### config.mk
export PLATFORM = sky130hd
export DESIGN_NAME = ultrasonic_echo_ranger_median_core_flat
export DESIGN_NICKNAME = d
export VERILOG_FILES = /design/src/sv/uerm_pkg.sv /design/src/sv/uerm_stream_if.sv /design/src/sv/ultrasonic_echo_ranger_median_core.sv /design/src/sv/uerm_ctrl.sv /design/src/sv/uerm_dp.sv /design/src/flat_wrapper.sv
export SDC_FILE = /design/constraint.sdc
export NUM_CORES = 2
export LEC_CHECK = 0
export BUFFER_PORTS_ARGS = -buffer_cell sky130_fd_sc_hd__buf_4
export CORE_MARGIN = 5
export CORE_UTILIZATION = 49
export CTS_CLUSTER_SIZE = 25
export DETAILED_ROUTE_END_ITERATION = 6
export PLACE_DENSITY = 0.76
export SYNTH_ARGS = -nofsm -noshare
export SYNTH_HDL_FRONTEND = slang
export SYNTH_SLANG_ARGS = --single-unit
export TNS_END_PERCENT = 10
### constraint.sdc
create_clock -name clk -period 8.2 [get_ports clk]
set_input_delay 1.64 -clock clk [delete_from_list [all_inputs] [get_ports clk]]
set_output_delay 1.64 -clock clk [all_outputs]
set_load 0.005 [all_outputs]
### src/sv/uerm_pkg.sv
`default_nettype none

package uerm_pkg;

  // configuration register indexes
  localparam logic [2:0] CFG_ENABLE     = 3'd0;
  localparam logic [2:0] CFG_TRIG_WIDTH = 3'd1;
  localparam logic [2:0] CFG_TIMEOUT    = 3'd2;
  localparam logic [2:0] CFG_SPEED      = 3'd3;
  localparam logic [2:0] CFG_MIN_MM     = 3'd4;
  localparam logic [2:0] CFG_MAX_MM     = 3'd5;
  localparam logic [2:0] CFG_WIN_LEN    = 3'd6;

  localparam int CFG_IDX_W  = 3;
  localparam int CFG_DATA_W = 16;

  typedef enum logic [2:0] {
    ST_NONE          = 3'd0,
    ST_VALID         = 3'd1,
    ST_NOT_STARTED   = 3'd2,
    ST_START_TIMEOUT = 3'd3,
    ST_END_TIMEOUT   = 3'd4,
    ST_NO_ECHO       = 3'd5,
    ST_RANGE         = 3'd6
  } status_t;

  typedef struct packed {
    logic start_request;
    logic echo_level;
  } in_word_t;

  typedef struct packed {
    logic        trigger_level;
    logic        done_res;
    status_t     status;
    logic [15:0] raw_mm;
    logic [15:0] filtered_mm;
  } out_word_t;

  // controller -> datapath
  typedef struct packed {
    logic accept;
    logic mul;
    logic div;
    logic check;
    logic med_init;
    logic cand;
    logic sweep;
    logic eval;
    logic load;
  } cmd_t;

  // datapath -> controller
  typedef struct packed {
    logic finish;
    logic keep;
    logic sweep_done;
    logic med_hit;
  } stat_t;

endpackage

`default_nettype wire

### src/sv/uerm_stream_if.sv
`default_nettype none

interface uerm_stream_if #(
  parameter type word_t = logic
) ();
  logic  valid;
  logic  ready;
  word_t data;

  modport source (output valid, output data, input ready);
  modport sink   (input valid, input data, output ready);
endinterface

`default_nettype wire

### src/sv/ultrasonic_echo_ranger_median_core.sv
`default_nettype none

// channel   dir  payload                                               handshake
// tick      in   start_request, echo_level                             valid/ready
// result    out  trigger_level, done_res, status, raw_mm, filtered_mm  valid/ready
// cfg       in   cfg_index, cfg_data                                   cfg_we, no wait
//
// One result word per tick word. A plain tick passes the accept and load states.
// A finished echo adds a multiply state, a reciprocal-multiply divide state and a
// check state; a kept distance adds median rank counting (candidate, sweep, eval)
// over the n window words (two registered read ports of the history memory).
// Reset is synchronous, clears sequencer and window pointers, loads config defaults.
// A tick is taken while the previous result still waits; a stalled result
// holds the next one in the load state.
module ultrasonic_echo_ranger_median_core #(
  parameter int MAX_WINDOW = 16,
  parameter int TIMER_BITS = 16
) (
  input  wire logic                            clk,
  input  wire logic                            rst,
  uerm_stream_if.sink                          tick,
  uerm_stream_if.source                        result,
  input  wire logic                            cfg_we,
  input  wire logic [uerm_pkg::CFG_IDX_W-1:0]  cfg_index,
  input  wire logic [uerm_pkg::CFG_DATA_W-1:0] cfg_data
);

  uerm_pkg::cmd_t      cmd;
  uerm_pkg::stat_t     st;
  uerm_pkg::in_word_t  in_word;
  uerm_pkg::out_word_t out_word;

  assign in_word     = tick.data;
  assign result.data = out_word;

  uerm_ctrl u_ctrl (
    .clk       (clk),
    .rst       (rst),
    .in_valid  (tick.valid),
    .in_ready  (tick.ready),
    .out_valid (result.valid),
    .out_ready (result.ready),
    .st        (st),
    .cmd       (cmd)
  );

  uerm_dp #(
    .MAXW (MAX_WINDOW),
    .TB   (TIMER_BITS)
  ) u_dp (
    .clk           (clk),
    .rst           (rst),
    .cfg_we        (cfg_we),
    .cfg_index     (cfg_index),
    .cfg_data      (cfg_data),
    .start_request (in_word.start_request),
    .echo_level    (in_word.echo_level),
    .cmd           (cmd),
    .st            (st),
    .word          (out_word)
  );

`ifndef SYNTHESIS
  a_load_no_overwrite: assert property (@(posedge clk) disable iff (rst)
    cmd.load |-> (!result.valid || result.ready))
    else $error("result word overwritten before it was taken");

  a_load_shows: assert property (@(posedge clk) disable iff (rst)
    cmd.load |=> result.valid)
    else $error("loaded result word not presented");

  a_done_status: assert property (@(posedge clk) disable iff (rst)
    result.valid |-> (result.data.done_res == (result.data.status != uerm_pkg::ST_NONE)))
    else $error("done flag and status disagree");

  a_filt_only_valid: assert property (@(posedge clk) disable iff (rst)
    (result.valid && result.data.status != uerm_pkg::ST_VALID)
      |-> (result.data.filtered_mm == 16'd0))
    else $error("median reported without a kept distance");
`endif

endmodule

`default_nettype wire

### src/sv/uerm_ctrl.sv
`default_nettype none

module uerm_ctrl (
  input  wire logic           clk,
  input  wire logic           rst,
  input  wire logic           in_valid,
  output logic                in_ready,
  output logic                out_valid,
  input  wire logic           out_ready,
  input  wire uerm_pkg::stat_t st,
  output uerm_pkg::cmd_t      cmd
);

  typedef enum logic [3:0] {
    S_IDLE,
    S_MUL,
    S_DIV,
    S_CHECK,
    S_MED_INIT,
    S_MED_CAND,
    S_MED_SWEEP,
    S_MED_EVAL,
    S_LOAD
  } state_t;

  state_t state;
  logic   out_free;

  assign out_free = !out_valid || out_ready;
  assign in_ready = (state == S_IDLE);

  always_comb begin
    cmd          = '0;
    cmd.accept   = (state == S_IDLE) && in_valid;
    cmd.mul      = (state == S_MUL);
    cmd.div      = (state == S_DIV);
    cmd.check    = (state == S_CHECK);
    cmd.med_init = (state == S_MED_INIT);
    cmd.cand     = (state == S_MED_CAND);
    cmd.sweep    = (state == S_MED_SWEEP);
    cmd.eval     = (state == S_MED_EVAL);
    cmd.load     = (state == S_LOAD) && out_free;
  end

  always_ff @(posedge clk) begin
    if (rst) begin
      state     <= S_IDLE;
      out_valid <= 1'b0;
    end else begin
      if (cmd.load) begin
        out_valid <= 1'b1;
      end else if (out_ready) begin
        out_valid <= 1'b0;
      end
      case (state)
        S_IDLE: begin
          if (in_valid) begin
            state <= st.finish ? S_MUL : S_LOAD;
          end
        end
        S_MUL:      state <= S_DIV;
        S_DIV:      state <= S_CHECK;
        S_CHECK:    state <= st.keep ? S_MED_INIT : S_LOAD;
        S_MED_INIT: state <= S_MED_CAND;
        S_MED_CAND: state <= S_MED_SWEEP;
        S_MED_SWEEP: begin
          if (st.sweep_done) state <= S_MED_EVAL;
        end
        S_MED_EVAL: state <= st.med_hit ? S_LOAD : S_MED_CAND;
        S_LOAD: begin
          if (out_free) state <= S_IDLE;
        end
        default:    state <= S_IDLE;
      endcase
    end
  end

endmodule

`default_nettype wire

### src/sv/uerm_dp.sv
`default_nettype none

module uerm_dp #(
  parameter int MAXW = 16,
  parameter int TB   = 16
) (
  input  wire logic                                clk,
  input  wire logic                                rst,
  input  wire logic                                cfg_we,
  input  wire logic [uerm_pkg::CFG_IDX_W-1:0]      cfg_index,
  input  wire logic [uerm_pkg::CFG_DATA_W-1:0]     cfg_data,
  input  wire logic                                start_request,
  input  wire logic                                echo_level,
  input  wire uerm_pkg::cmd_t                      cmd,
  output uerm_pkg::stat_t                          st,
  output uerm_pkg::out_word_t                      word
);

  localparam int AW  = (MAXW > 1) ? $clog2(MAXW) : 1;
  localparam int CW  = $clog2(MAXW + 1);
  localparam int PW  = TB + 10;
  localparam int PX  = (PW > 27) ? PW : 27;
  localparam int LW  = (TB > 16) ? TB : 16;
  localparam logic [TB-1:0] TMAX     = '1;
  // 65536 * 2000: any product from here up saturates the distance
  localparam logic [PX-1:0] SAT_PROD = PX'(131072000);
  // ceil(2^30 / 125)
  localparam logic [23:0]   RECIP    = 24'd8589935;

  typedef enum logic [2:0] {
    PH_IDLE,
    PH_LOW,
    PH_HIGH,
    PH_WAIT_START,
    PH_WAIT_END
  } phase_t;

  // configuration
  logic        enable;
  logic [7:0]  trig_width;
  logic [15:0] timeout;
  logic [9:0]  speed;
  logic [15:0] min_mm;
  logic [15:0] max_mm;
  logic [4:0]  win_len;

  // sequencer state
  phase_t        phase, phase_next;
  logic [TB-1:0] tick_cnt, tick_next;
  logic [AW-1:0] write_slot;
  logic [CW-1:0] fill;

  // tick evaluation
  logic             e_trig, e_done, e_finish;
  uerm_pkg::status_t e_status;
  logic [7:0]       width_e;
  logic [LW-1:0]    lim_w;
  logic [TB-1:0]    lim, cnt_up;

  // result under construction
  logic             r_trig, r_done;
  uerm_pkg::status_t r_status;
  logic [15:0]      r_raw, r_filt;

  // distance
  logic [TB-1:0]  dur;
  logic [PW-1:0]  prod;
  logic [PX-1:0]  prod_x;
  logic [22:0]    div_n;
  logic [46:0]    div_p;
  logic           prod_big;
  logic           no_echo;
  logic [15:0]    q_sat;
  logic           in_range, keep;

  // window
  logic [15:0]   hist [MAXW];
  logic [CW-1:0] len_e;
  logic [CW:0]   fill_inc;
  logic [CW-1:0] fill_next;
  logic [AW+1:0] ws_ext, n_ext, s0_w;
  logic [AW-1:0] s0, base, cand_addr, sw_addr;
  logic [15:0]   cand_q, sw_q;
  logic [CW-1:0] j, less, leq, k;
  logic          rd_pend, hit;

  function automatic logic [AW-1:0] slot_step(input logic [AW-1:0] a);
    return (a == AW'(MAXW - 1)) ? '0 : a + 1'b1;
  endfunction

  always_comb begin
    width_e   = (trig_width == 8'd0) ? 8'd1 : trig_width;
    lim_w     = (timeout == 16'd0) ? LW'(1) : LW'(timeout);
    lim       = (lim_w > LW'(TMAX)) ? TMAX : TB'(lim_w);
    cnt_up    = (tick_cnt == TMAX) ? tick_cnt : tick_cnt + 1'b1;
    phase_next = phase;
    tick_next  = tick_cnt;
    e_trig     = 1'b0;
    e_done     = 1'b0;
    e_finish   = 1'b0;
    e_status   = uerm_pkg::ST_NONE;
    case (phase)
      PH_IDLE: begin
        if (start_request) begin
          if (!enable) begin
            e_done   = 1'b1;
            e_status = uerm_pkg::ST_NOT_STARTED;
          end else begin
            phase_next = PH_LOW;
            tick_next  = '0;
          end
        end
      end
      PH_LOW: begin
        phase_next = PH_HIGH;
        tick_next  = '0;
      end
      PH_HIGH: begin
        e_trig    = 1'b1;
        tick_next = cnt_up;
        if (cnt_up >= TB'(width_e)) begin
          phase_next = PH_WAIT_START;
          tick_next  = '0;
        end
      end
      PH_WAIT_START: begin
        if (echo_level) begin
          phase_next = PH_WAIT_END;
          tick_next  = TB'(1);
        end else begin
          tick_next = cnt_up;
          if (cnt_up >= lim) begin
            e_done     = 1'b1;
            e_status   = uerm_pkg::ST_START_TIMEOUT;
            phase_next = PH_IDLE;
            tick_next  = '0;
          end
        end
      end
      PH_WAIT_END: begin
        if (!echo_level) begin
          e_done     = 1'b1;
          e_finish   = 1'b1;
          phase_next = PH_IDLE;
          tick_next  = '0;
        end else begin
          tick_next = cnt_up;
          if (cnt_up >= lim) begin
            e_done     = 1'b1;
            e_status   = uerm_pkg::ST_END_TIMEOUT;
            phase_next = PH_IDLE;
            tick_next  = '0;
          end
        end
      end
      default: begin
        phase_next = PH_IDLE;
        tick_next  = '0;
      end
    endcase
  end

  always_comb begin
    prod_x   = PX'(prod);
    prod_big = (prod_x >= SAT_PROD);
    // x / 2000 = (x >> 4) / 125; the reciprocal is exact below SAT_PROD
    div_n    = prod_x[26:4];
    div_p    = 47'(div_n) * 47'(RECIP);
    in_range = !((q_sat < min_mm) || (q_sat > max_mm));
    keep     = !no_echo && in_range;

    if (win_len == 5'd0) begin
      len_e = CW'(1);
    end else if (32'(win_len) > MAXW) begin
      len_e = CW'(MAXW);
    end else begin
      len_e = CW'(win_len);
    end
    fill_inc  = {1'b0, fill} + 1'b1;
    fill_next = (fill_inc > {1'b0, len_e}) ? len_e : fill_inc[CW-1:0];

    // oldest kept slot
    ws_ext = (AW+2)'(write_slot);
    n_ext  = (AW+2)'(fill);
    s0_w   = (ws_ext >= n_ext) ? ws_ext - n_ext : ws_ext + (AW+2)'(MAXW) - n_ext;
    s0     = s0_w[AW-1:0];

    k   = fill >> 1;
    hit = (less <= k) && (leq > k);
  end

  assign st.finish     = e_finish;
  assign st.keep       = keep;
  assign st.sweep_done = (j == fill) && !rd_pend;
  assign st.med_hit    = hit;

  always_ff @(posedge clk) begin
    if (rst) begin
      enable     <= 1'b0;
      trig_width <= 8'd10;
      timeout    <= 16'd30000;
      speed      <= 10'd343;
      min_mm     <= 16'd20;
      max_mm     <= 16'd4000;
      win_len    <= 5'd5;
      phase      <= PH_IDLE;
      tick_cnt   <= '0;
      write_slot <= '0;
      fill       <= '0;
    end else begin
      if (cfg_we) begin
        case (cfg_index)
          uerm_pkg::CFG_ENABLE:     enable     <= cfg_data[0];
          uerm_pkg::CFG_TRIG_WIDTH: trig_width <= cfg_data[7:0];
          uerm_pkg::CFG_TIMEOUT:    timeout    <= cfg_data;
          uerm_pkg::CFG_SPEED:      speed      <= cfg_data[9:0];
          uerm_pkg::CFG_MIN_MM:     min_mm     <= cfg_data;
          uerm_pkg::CFG_MAX_MM:     max_mm     <= cfg_data;
          uerm_pkg::CFG_WIN_LEN:    win_len    <= cfg_data[4:0];
          default: ;
        endcase
      end
      if (cmd.accept) begin
        phase    <= phase_next;
        tick_cnt <= tick_next;
      end
      if (cmd.check && keep) begin
        write_slot <= slot_step(write_slot);
        fill       <= fill_next;
      end
    end
  end

  always_ff @(posedge clk) begin
    if (cmd.accept) begin
      r_trig   <= e_trig;
      r_done   <= e_done;
      r_status <= e_status;
      r_raw    <= '0;
      r_filt   <= '0;
      dur      <= tick_cnt;
    end
    if (cmd.mul) begin
      prod    <= {{10{1'b0}}, dur} * {{TB{1'b0}}, speed};
      no_echo <= (dur == '0) || (speed == 10'd0);
    end
    if (cmd.div) begin
      q_sat <= prod_big ? 16'hFFFF : div_p[45:30];
    end
    if (cmd.check) begin
      if (no_echo) begin
        r_status <= uerm_pkg::ST_NO_ECHO;
      end else begin
        r_raw    <= q_sat;
        r_status <= in_range ? uerm_pkg::ST_VALID : uerm_pkg::ST_RANGE;
      end
    end
    if (cmd.med_init) begin
      base      <= s0;
      cand_addr <= s0;
    end
    if (cmd.cand) begin
      sw_addr <= base;
      j       <= '0;
      rd_pend <= 1'b0;
      less    <= '0;
      leq     <= '0;
    end
    // rank count of the candidate against every kept word
    if (cmd.sweep) begin
      if (rd_pend) begin
        if (sw_q < cand_q)  less <= less + 1'b1;
        if (sw_q <= cand_q) leq  <= leq + 1'b1;
      end
      if (j != fill) begin
        sw_addr <= slot_step(sw_addr);
        j       <= j + 1'b1;
        rd_pend <= 1'b1;
      end else begin
        rd_pend <= 1'b0;
      end
    end
    if (cmd.eval) begin
      if (hit) begin
        r_filt <= cand_q;
      end else begin
        cand_addr <= slot_step(cand_addr);
      end
    end
    if (cmd.load) begin
      word.trigger_level <= r_trig;
      word.done_res      <= r_done;
      word.status        <= r_status;
      word.raw_mm        <= r_raw;
      word.filtered_mm   <= r_filt;
    end
  end

  always_ff @(posedge clk) begin
    if (cmd.check && keep) begin
      hist[write_slot] <= q_sat;
    end
    cand_q <= hist[cand_addr];
    sw_q   <= hist[sw_addr];
  end

endmodule

`default_nettype wire

### src/flat_wrapper.sv
// flat-port wrapper written by rule: the top's interface ports become plain ports
module ultrasonic_echo_ranger_median_core_flat 
#(
  parameter int MAX_WINDOW = 16,
  parameter int TIMER_BITS = 16
)
  (clk, rst, cfg_we, cfg_index, cfg_data, tick_valid, tick_data, tick_ready, result_valid, result_data, result_ready);
  uerm_stream_if #(.word_t(uerm_pkg::in_word_t)) tick_i ();
  uerm_stream_if #(.word_t(uerm_pkg::out_word_t)) result_i ();
  input  wire logic clk;
  input  wire logic rst;
  input  wire logic cfg_we;
  input  wire logic [uerm_pkg::CFG_IDX_W-1:0] cfg_index;
  input  wire logic [uerm_pkg::CFG_DATA_W-1:0] cfg_data;
  input wire logic [$bits(tick_i.valid)-1:0] tick_valid;
  input wire logic [$bits(tick_i.data)-1:0] tick_data;
  output wire logic [$bits(tick_i.ready)-1:0] tick_ready;
  output wire logic [$bits(result_i.valid)-1:0] result_valid;
  output wire logic [$bits(result_i.data)-1:0] result_data;
  input wire logic [$bits(result_i.ready)-1:0] result_ready;
  assign tick_i.valid = tick_valid;
  assign tick_i.data = tick_data;
  assign tick_ready = tick_i.ready;
  assign result_valid = result_i.valid;
  assign result_data = result_i.data;
  assign result_i.ready = result_ready;
  ultrasonic_echo_ranger_median_core #(.MAX_WINDOW(MAX_WINDOW), .TIMER_BITS(TIMER_BITS)) u_core (.clk(clk), .rst(rst), .tick(tick_i), .result(result_i), .cfg_we(cfg_we), .cfg_index(cfg_index), .cfg_data(cfg_data));
endmodule
* Word-level counts from Yosys, hierarchy flattened
Memory sizes are Yosys's and may differ from the RTL's. A register that Yosys moved wholly into a read port is not among the register bits.
Index checks and enable logic that the tools add are counted.
** Operators by class
- Add/subtract/negate cells :: 11
- Multipliers :: 2
- $lt $le $gt $ge :: 13
- Equal/unequal tests :: 30
- Mux-type cells :: 82
- Reductions and logical operators :: 34
** Operators with widths (count)
- 2-to-1 mux 16 bit :: 15
- 2-to-1 mux 5 bit :: 14
- 2-to-1 mux 4 bit :: 16
- case mux 16 bit (4 select lines) :: 1
- multiplier 22 x 24 -> 46 bit (second input constant) :: 1
- 2-to-1 mux 3 bit :: 12
- case mux 4 bit (9 select lines) :: 1
- logical NOT 16 bit :: 2
- less-than comparator 16 bit :: 2
- >= comparator 26 x 27 -> 1 bit (second input constant) :: 1
- multiplier 16 x 10 -> 26 bit :: 1
- adder 16 x 1 -> 16 bit (second input constant) :: 1
- adder 4 x 1 -> 4 bit (second input constant) :: 4
- equality test 16 bit (second input constant) :: 1
- equality test 4 x 3 -> 1 bit (second input constant) :: 4
- equality test 4 bit (second input constant) :: 4
- >= comparator 16 bit :: 1
- >= comparator 16 x 8 -> 1 bit :: 1
- > comparator 16 bit :: 1
- > comparator 16 bit (second input constant) :: 1
- less-or-equal comparator 16 bit :: 1
- adder 5 x 1 -> 5 bit (second input constant) :: 3
- 2-to-1 mux 1 bit :: 15
- case mux 3 bit (5 select lines) :: 1
- 31 further kinds :: 68
** Storage, ports and cells
- Register bits :: 266
- RAM bits :: 256
- Word-level logic and storage cells :: 207
- Memories :: 1
** Memories
- u_core.u_dp.hist :: words 16, width 16, rd ports 2, clocked after memory_dff 2, write ports 1, line uerm_dp.sv:77 : logic [15:0] hist [MAXW];

* Longest topological paths before layout
- Depth after elaboration :: 10
- Mapped depth :: 23

* By module
A second synthesis with hierarchy kept.
** Second synthesis, totals
- Cell total of the unflattened synthesis :: 3061
- Area total of the unflattened synthesis :: 36836.6 um2
** Modules (own cells, without submodules)
- uerm_dp :: times used 1, cells each 3013, area each 36472.5 um2, seq. area each 14493.9 um2
- uerm_ctrl :: times used 1, cells each 48, area each 364.1 um2, seq. area each 100.1 um2

* Worst setup path before layout
No wires, ideal clock.
- Path type :: flip-flop to flip-flop
- Start :: reg u_core.u_dp.prod[23]
- End :: reg u_core.u_dp.q_sat[9], data pin
- Data arrival time :: 6267 ps
- Slack :: 1675 ps
- Stages on the path, launching flop included :: 22
- Path buffers :: 0
- Path through :: edfxtp_1 > fa_1 > inv_1 > fa_1 > inv_1 > fa_1 > fa_1 > fa_1 > fa_1 > inv_1 > fa_1 > inv_1 > ha_1 > a21oi_1 > o21ai_0 > a21o_1 > a221o_1 > a211oi_1 > a21oi_1 > o32a_1 > a21oi_1 > xnor2_1
** On the way
- Longest elaborated chain between the ends :: 1
- Elaborated cells between the ends (all ways) :: 2
- Those cells by class :: mul (1); order compare (1)
** Ends and longest elaborated chain
- from (decl) :: line uerm_dp.sv:67 : logic [PW-1:0] prod;
- from (signal assigned) :: line uerm_dp.sv:244 : prod <= {{10{1'b0}}, dur} * {{TB{1'b0}}, speed};
- multiplier 22 x 24 -> 46 bit :: line uerm_dp.sv:168 : div_p = 47'(div_n) * 47'(RECIP);
- net u_core.u_dp.div_p[39] :: line uerm_dp.sv:70 : logic [46:0] div_p;
- to (signal assigned) :: line uerm_dp.sv:248 : q_sat <= prod_big ? 16'hFFFF : div_p[45:30];
- to (decl) :: line uerm_dp.sv:73 : logic [15:0] q_sat;
The timed path passes the listed nets, and every way through them passes these cells.
A chain may end at the register's enable or synchronous reset.

* Worst setup path in the final report
Same ends and word-level chain as after synthesis.

==> impl_metrics.env <==
export IMPL_cp_arrival_ns=7.40
export IMPL_grt_max_degree=68
export IMPL_cts_inserted_buffers=53
export IMPL_wirelength_um=86200
export IMPL_synth_area_mm2=0.0368
export IMPL_postCtsHoldBufs=0
export IMPL_drt_pass1_iter_count=5
export IMPL_syn_nets=3750
export IMPL_cts_tree="done"
export IMPL_critical_path_cell_chain="fa_1 -> inv_1 -> fa_1 -> inv_1 -> fa_1 -> fa_1 -> fa_1 -> fa_1 -> inv_1 -> fa_1 -> inv_1 -> ha_1 -> a21oi_1 -> o21ai_0 -> a21o_1 -> a221o_1 -> a211oi_1 -> a21oi_1 -> o32a_1 -> a21oi_1 -> xnor2_1"
export IMPL_grtUsageTotal=0.212
export IMPL_synth_simple_area_share=0.0869
export IMPL_ys_flop_type="edfxtp_1"
export IMPL_synth_compound_area_share=0.0703
export IMPL_critPathRequiredTime_ns=8.54
export IMPL_cts_reportedPaths_clkPinSlew_ns=0.06
export IMPL_slowest_delay_ns=0.64
export IMPL_synthMuxAreaShare=0.104
export IMPL_vias=23800
export IMPL_synth_edff_count=358
export IMPL_synth_avg_cell_area_um2=11.9
export IMPL_hold_worst_slack_ns=0.405
export IMPL_grt_overflow=0
export IMPL_synthXorXnorAreaFrac=0.0131
export IMPL_synth_top_family_by_area="adder cells"
export IMPL_ant_nets=0
export IMPL_cpMostUsedCell="fa_1"
export IMPL_nNetsFinal=3787
export IMPL_die_width_um=284
export IMPL_clk_insertion_delay_late_ns=0.62
export IMPL_register_area_mm2=0.0146
export IMPL_layout_drive_gt1_share=0.121
export IMPL_cts_resized=0
export IMPL_skew_ns=0.0428
export IMPL_die_area_mm2=0.0808
export IMPL_area_growth_syn_to_layout_pct=9.12
export IMPL_worstMarginPinSlew_ns=1.24
export IMPL_multi_input_area_mm2=0.0201
export IMPL_gp_congestion=0.941
export IMPL_ys_types=77
export IMPL_grt_pass1_wl_um=137000
export IMPL_cts_sinks=550
export IMPL_grt_pass1_vias=24600
export IMPL_post_cts_setup_buffers=0
export IMPL_ir_worst_vdd_mv=0.164
export IMPL_hold_path_depth=0
export IMPL_vias_per_cell=5.75
export IMPL_fill_cells=6111
export IMPL_rows=100
export IMPL_leakage_nw=16.9
export IMPL_clk_path_buf_depth=3
export IMPL_htree_levels=2
export IMPL_synth_fa_ha_area_frac=0.269
export IMPL_ys_warn_count=0
export IMPL_cp_slowest_cell="fa_1"
export IMPL_root_buffer="clkbuf_16"
export IMPL_dp_hpwl_um=61400
export IMPL_setup_tns_final_ns=0
export IMPL_start_util=0.495
export IMPL_finalCritPeriodShare=0.861
export IMPL_coreArea_mm2=0.0744
export IMPL_max_freq_mhz=142
export IMPL_slew_headroom=0.169
export IMPL_die_h_um=284
export IMPL_diodes=0
export IMPL_yosysSeqAreaShare=0.396
export IMPL_cp_start_kind="flip-flop"
export IMPL_hp_class="flip-flop to flip-flop"
export IMPL_yosys_register_bits=550
export IMPL_powerDensity_mw_per_mm2=183
export IMPL_critical_path_class="flip-flop to flip-flop"
export IMPL_rsz0062_at_grt="no"
export IMPL_setup_violations=0
export IMPL_min_period_ns=7.06
export IMPL_antenna_found_initial=1
export IMPL_drv_slew=0
export IMPL_port_buffers=64
export IMPL_ios=65
export IMPL_ys_async_sr_fraction=0
export IMPL_cap_viol_max_count=0
export IMPL_drt_first_iter_violations=2135
export IMPL_wl_per_cell_um=20.8
export IMPL_netlist_instances=3086
export IMPL_drc=0
export IMPL_r2r_cells=21
export IMPL_finish_utilization=0.540
export IMPL_status="finished, final reports clean"
export IMPL_finalHoldViolCount=0
export IMPL_cp_max_fo=8
export IMPL_cp_end_kind="flip-flop"
cells in the final DEF (no fill, tap or decap), types with 6 or more instances in the layout:
cell,Yosys,routed
nor2_1,78,78
o21ai_1,6,6
o21bai_1,7,7
inv_1,476,476
mux4_2,160,160
a31oi_1,9,9
nand3_1,43,43
nand4_1,30,30
nor3_2,0,8
a311oi_1,6,6
nor3_1,30,22
a22o_1,16,16
dfxtp_1,192,188
mux2i_1,18,18
clkbuf_16,0,53
bufinv_16,0,6
buf_4,0,95
o21a_1,14,14
a32o_1,11,11
ha_1,382,382
clkinv_2,0,15
nand2_1,319,319
clkbuf_1,100,9
xor2_1,23,23
nor2b_1,26,25
and2_1,72,72
and3_1,21,21
edfxtp_1,358,358
o21ai_0,77,77
o211ai_1,21,21
xnor2_1,32,32
or2_2,6,6
nand2b_1,15,15
a21oi_1,117,117
a211oi_1,12,11
a21o_1,43,43
nor4_1,11,11
fa_1,256,256
Yosys cell counts, types with 9 or more instances:
cell	count	area (um2)
inv_1	476	1790
ha_1	382	4780
edfxtp_1	358	10800
nand2_1	319	1200
fa_1	256	5120
dfxtp_1	192	3840
mux4_2	160	3600
a21oi_1	117	586
clkbuf_1	100	375
nor2_1	78	293
o21ai_0	77	385
and2_1	72	450
a21o_1	43	323
nand3_1	43	215
xnor2_1	32	280
nand4_1	30	188
nor3_1	30	150
nor2b_1	26	163
xor2_1	23	201
and3_1	21	131
o211ai_1	21	158
mux2i_1	18	180
a22o_1	16	140
nand2b_1	15	93.8
o21a_1	14	105
a211oi_1	12	90.1
buf_1	12	45.0
a32o_1	11	110
nor4_1	11	68.8
a31oi_1	9	56.3
power breakdown:
group / leakage, nW / internal (mW) / switching (mW) / total, mW
combinational: 11.2 / 0.735 / 0.931 / 1.67
clock: 0.883 / 1.43 / 1.09 / 2.52
sequential: 4.83 / 3.08 / 0.0917 / 3.17
cells by family after synthesis:
logic type / after synthesis
muxes: 183
xor gates and xnor gates: 55
and+or+nand+nor: 675
AOI/OAI and AO/OA: 395
DFF: 550
adders and majority gates: 638
buffers and inverters: 590
final timing paths:
kind                                start                    to  slack [ns]
setup reg to reg     u_core.u_dp.prod[23]  u_core.u_dp.q_sat[9]        1.14
setup / recovery     u_core.u_dp.prod[23]  u_core.u_dp.q_sat[9]        1.14
hold / removal    u_core.u_dp.r_status[1]  u_core.u_dp.word[33]        0.40
hold reg to reg   u_core.u_dp.r_status[1]  u_core.u_dp.word[33]        0.40
routing by layer:
metal	share of wire	GRT usage
met1	0.41	0.289
met2	0.49	0.358
met3	0.074	0.0336
met4	0.027	0.0569
met5	0	0
sequential cells by signal (all words and copies together) (netlist names), 8 cells and up:
signal,flops
u_core.u_dp.speed,10
u_core.u_dp.hist,256
u_core.u_dp.tick_cnt,16
u_core.u_dp.timeout,16
u_core.u_dp.prod,22
u_core.u_dp.word,37
u_core.u_dp.cand_q,16
u_core.u_dp.min_mm,16
u_core.u_dp.q_sat,16
u_core.u_dp.r_raw,16
u_core.u_dp.dur,16
u_core.u_dp.sw_q,16
u_core.u_dp.r_filt,16
u_core.u_dp.max_mm,16
u_core.u_dp.trig_width,8
worst max-delay path: cells and delay by family, from the launching register on:
family	cells	cell delay (ns)
adder cells (fa/ha/maj)	8	3.90
AO/OA/AOI/OAI	8	2.04
flip-flops	1	0.55
buffers and inverters	4	0.22
XOR/XNOR	1	0.07
metrics by stage:
stage | std cells | instance area [um2] | setup slack (ns) | total power [mW]
floorplan | 3086 | 36800 | 1.68 | 4.40
global placement | 4037 | 38400 | 1.24 | 4.87
detailed placement | 4037 | 38400 | 1.17 | 4.91
CTS | 4136 | 40200 | 1.16 | 7.42
global route | 4136 | 40200 | 0.851 | 7.70
finish | 4136 | 40200 | 1.14 | 7.36
cell type report:
cell class,count,area share
timing repair buffer,95,0.0177
inverter,477,0.0445
clock buffer,66,0.0352
sequential,550,0.363
tap,969,0.0302
multi-input combinational,1946,0.500
clock inverter,33,0.00946
Note: power is estimated with default switching activity, not from simulation.
